`config.mk`:
```
export PLATFORM = sky130hd
export DESIGN_NAME = pipgeo_ram
export DESIGN_NICKNAME = d
export VERILOG_FILES = /design/src/hw/rtl/pipgeo_ram.sv
export SDC_FILE = /design/constraint.sdc
export NUM_CORES = 1
export LEC_CHECK = 0
export BUFFER_PORTS_ARGS = -buffer_cell sky130_fd_sc_hd__buf_2
export CORE_MARGIN = 2
export CORE_UTILIZATION = 30
export DETAILED_ROUTE_END_ITERATION = 6
export GPL_TIMING_DRIVEN = 0
export MAX_ROUTING_LAYER = met4
export PLACE_DENSITY = 0.56
export SYNTH_ARGS = -nofsm -noshare
export SYNTH_HDL_FRONTEND = slang
export SYNTH_SLANG_ARGS = --single-unit
```
`constraint.sdc`:
```
create_clock -name clock -period 5.35 [get_ports clock]
set_input_delay 0.2675 -clock clock [delete_from_list [all_inputs] [get_ports clock]]
set_output_delay 0.2675 -clock clock [all_outputs]
set_load 0.02 [all_outputs]
```
`src/hw/rtl/pipgeo_ram.sv`:
```
// Generic single-write, single-read RAM with a registered read port.
module pipgeo_ram #(
   parameter int WIDTH = 24,
   parameter int DEPTH = 32
) (
   input  logic                     clock,
   input  logic                     wr_en,
   input  logic [$clog2(DEPTH)-1:0] wr_addr,
   input  logic [WIDTH-1:0]         wr_data,
   input  logic                     rd_en,
   input  logic [$clog2(DEPTH)-1:0] rd_addr,
   output logic [WIDTH-1:0]         rd_data
);

   logic [WIDTH-1:0] mem_ff [DEPTH];
   logic [WIDTH-1:0] rd_data_ff;

   always_ff @(posedge clock) begin
      if (wr_en) begin
         mem_ff[wr_addr] <= wr_data;
      end
      if (rd_en) begin
         rd_data_ff <= mem_ff[rd_addr];
      end
   end

   assign rd_data = rd_data_ff;

endmodule

```
---- Yosys cells after proc, flatten, opt, wreduce, memory -nomap -nowiden ----
Memories as Yosys holds them, arrays and structs flattened. A register that Yosys moved wholly into a read port is not among the register bits.
Index checks and enable logic that the tools add are counted.
word-level totals
  logic and storage cells ................. 3
  ROM bits ................................ 0
  latch bits .............................. 0
  output and inout port bits .............. 24
  input bits .............................. 37
  RAM bits ................................ 768
  memories kept ........................... 1
  bits in registers ....................... 0
memory list
  name    words  bits a word  read ports  clocked after memory_dff  wr ports  RTL line  source
  mem_ff  32     24           1           1                         1         15        logic [WIDTH-1:0] mem_ff [DEPTH];
operators by class
  bitwise logic cells ..................... 0
  eq/ne operators ......................... 0
  multiplexer cells ....................... 2
  $mul .................................... 0
  reductions and logical operators ........ 0
  divide/modulo/power cells ............... 0
  $lt $le $gt $ge ......................... 0
  shifts and indexed selects .............. 0
  add/subtract/negate cells ............... 0
operators by type and width
  cell    number
  $mux 1  2

---- Logic depth before layout (Yosys ltp) ----
  depth after elaboration ................. 2
  gate-level depth with buffers ........... 8
  mapped depth without buffers ............ 5

---- Least setup slack after synthesis ----
Ideal clock, no wire load.
  path type ............................... input to register
  from .................................... in wr_addr[1]
  to ...................................... mem mem_ff[12][0], enable pin
  cell stages on the path ................. 3
  setup slack ............................. 2.995 ns
  arrival time ............................ 1.950 ns
  setup time .............................. 0.405 ns
  path buffers ............................ 1
  cell sequence ........................... or3b_2 > clkbuf_1 > nor2_1
RTL lines
  item             RTL line  source
  start, declared  8         input logic [$clog2(DEPTH)-1:0] wr_addr,
  end, declared    15
Straight into the memory's write port.

==> flow_metrics.py <==
metrics = {
    "logic_synthesis": {
        "syn_avg_cell_area_um2": 18.0,
        "synth_nets": 1748,
        "seq_area_frac_synth": 0.774,
        "syn_area_um2": 30700,
        "synth.distinct_cells": 23,
        "ys_ff_latch": 792,
        "yosys_warnings": 0,
        "synth_cells": 1711,
    },
    "sta": {
        "clock.fmax_ghz": 0.425,
        "setup_viol": 0,
        "hold_ws_ns": 0.191,
        "hold_viol_final": 0,
        "fin_crit_sh": 0.440,
        "fin_crit_ns": 2.35,
        "finalWorstSetupSlack_ns": 3.00,
        "worst_pin_slew_ns": 1.23,
        "skew_ns": 0.0193,
        "final.setup.tns_ns": 0,
        "slew_headroom": 0.179,
        "finalMaxSlewViolations": 0,
        "rsz0062_at_grt": "false",
    },
    "power_and_ir_drop": {
        "p_sw_frac": 0.215,
        "seqPwrFrac": 0.524,
        "leakage_uw": 0.0122,
        "cell_internal_pwr_uw": 10400,
        "p_comb_frac": 0.054,
        "power_switching_uw": 2860,
        "p_per_area_nw_per_um2": 372,
        "p_clk_frac": 0.422,
        "ir_worst_vdd_mv": 0.238,
    },
    "routing": {
        "wl_per_cell_um": 22.5,
        "viasPerCell": 4.77,
        "vias": 15800,
        "final_antenna_net_count": 0,
        "drt_wl_total_um": 74300,
        "drc": 0,
        "first_iter_violations": 1488,
        "dr.pass1.iters": 7,
    },
    "flow_run": {
        "cap_violations": 0,
    },
    "grt": {
        "grt.total_usage": 0.144,
        "grt_pass1_vias": 16000,
        "grt_max_degree": 33,
        "grt_overflow": 0,
        "grt_pass1_wl_um": 107000,
        "antenna_found_initial": 7,
    },
    "layout": {
        "area_delta_synth_final_pct": 16.3,
        "layout_common_cells": "edfxtp_1 (792), mux2i_1 (384), clkbuf_16 (89)",
        "n_fill_cell": 9510,
        "nets": 1900,
        "final-seq-area_um2": 23800,
        "mostFrequentLayoutCell": "edfxtp_1",
        "multiInputGateArea_um2": 6530,
        "drive_above_1_share": 0.147,
    },
    "die": {
        "fp.coreArea_um2": 102000,
        "dieHeight_um": 324,
        "die_w_um": 324,
        "placementRows": 117,
        "die_area_um2": 105000,
        "ios": 61,
        "start_util": 0.302,
    },
    "setup_path": {
        "cp-start-kind": "input port",
        "crit_fanout": 10,
        "arrival_ns": 2.67,
        "crit_type": "input port to flip-flop",
        "critical_path.endpoint_type": "flip-flop",
        "required_ns": 5.67,
    },
    "place": {
        "port_buffers": 59,
        "gp_congestion": 0.808,
        "pre_cts_ws_ns": 2.49,
        "dp_hpwl_um": 48200,
    },
    "clocking": {
        "postCtsHoldBufs": 0,
        "htree_levels": 3,
        "post_cts_buffers": 0,
        "cts_buffer_depth": 3,
        "cts.sinks": 792,
        "cts_tree": "yes",
        "clk_pin_slew_worst_paths_ns": 0.06,
        "ctsRootBufferMaster": "clkbuf_16",
        "cts_made_buffers": 85,
        "worstSkewPairLatency_ns": 0.62,
        "ctsResizeCount": 0,
    },
    "worst_hold_path": {
        "worst_hold_path_type": "input port to flip-flop",
    },
    "run_status": {
        "outcome": "finished clean",
    },
}
[power by group through the flow]
stage          Combinational [uW]  Sequential, uW  Clock [uW]
4_1_cts                       721            6950        5700
3_3_place_gp                  691            7080           0
2_1_floorplan                 363            7100           0
3_5_place_dp                  718            7080           0
6_report                      718            6950        5610
5_1_grt                       768            6950        5940
[metal layers]
layer  track usage  up-vias  part of all wire
li1              -     7128                 -
met1         0.191     8062              0.44
met2         0.228      466              0.47
met3        0.0310      113             0.064
met4        0.0322        0             0.020
met5             -        -                 0
[critical path: stages]
cell and delay, ns:
buf_2 0.20, or2_1 0.20, clkbuf_1 0.31, clkbuf_1 0.57, nor3_1 0.25, a31oi_1 0.64
nand3_1 0.21
[cell usage after synthesis (all sizes together)]
master  count  share of area
edfxtp    792           0.77
mux2i     384           0.13
nand2      74         0.0090
nand3      74          0.012
a21oi      72          0.012
a22oi      72          0.018
buf        68          0.016
a22o       48          0.014
nor2       34         0.0042
clkbuf     30         0.0038
a31oi      24         0.0049
nor3       24         0.0039
nand3b      5         0.0012
or3b        3        0.00086
nand2b      2        0.00041
nor2b       2        0.00041
and2        1        0.00020
or2         1        0.00020
or3         1        0.00020
[state kept, by name (all words and copies together), names as in the netlist]
| name | cells |
|---|---|
| mem_ff | 768 |
| rd_data | 24 |
[cell type report]
type / instances / share of cell area
repair buffers: 65 / 0.0115
plain buffers: 98 / 0.0174
clock inverters: 46 / 0.0102
multi-input cells: 821 / 0.183
flip-flops and latches: 792 / 0.666
clock buffers: 106 / 0.0641
well taps: 1368 / 0.0479
diodes: 7 / 0.000490
[cell families (layout without fill, tap and decap cells)]
| family | Yosys count | in the layout | share of synthesized area |
|---|---|---|---|
| flip-flops | 792 | 792 | 0.774 |
| multiplexers | 384 | 384 | 0.125 |
| AND/OR/NAND/NOR | 221 | 221 | 0.0327 |
| AO/OA/AOI/OAI | 216 | 216 | 0.0479 |
| buffers and inverters | 98 | 315 | 0.0202 |
| other | 0 | 7 | 0 |
[through the flow]
stage | area, um^2 | utilization | std cells | total power [uW]
2_1_floorplan | 30700 | - | 1711 | 7460
3_3_place_gp | 32700 | 0.322 | 3138 | 7770
3_5_place_dp | 33100 | 0.325 | 3144 | 7800
4_1_cts | 35700 | 0.351 | 3296 | 13400
5_1_grt | 35700 | 0.351 | 3302 | 13700
6_report | 35700 | 0.351 | 3303 | 13300
[final timing paths]
| kind | start | endpoint | slack (ns) | cells after the start |
|---|---|---|---|---|
| setup reg to reg | mem_ff[5][10] | rd_data[10] | 3.44 | 5 |
| hold / removal | wr_data[23] | mem_ff[6][23] | 0.19 | 1 |
| setup / recovery | rd_addr[4] | rd_data[10] | 3.00 | 7 |
| hold reg to reg | mem_ff[27][12] | rd_data[12] | 0.72 | 4 |
Note: power is estimated with default switching activity, not from simulation.
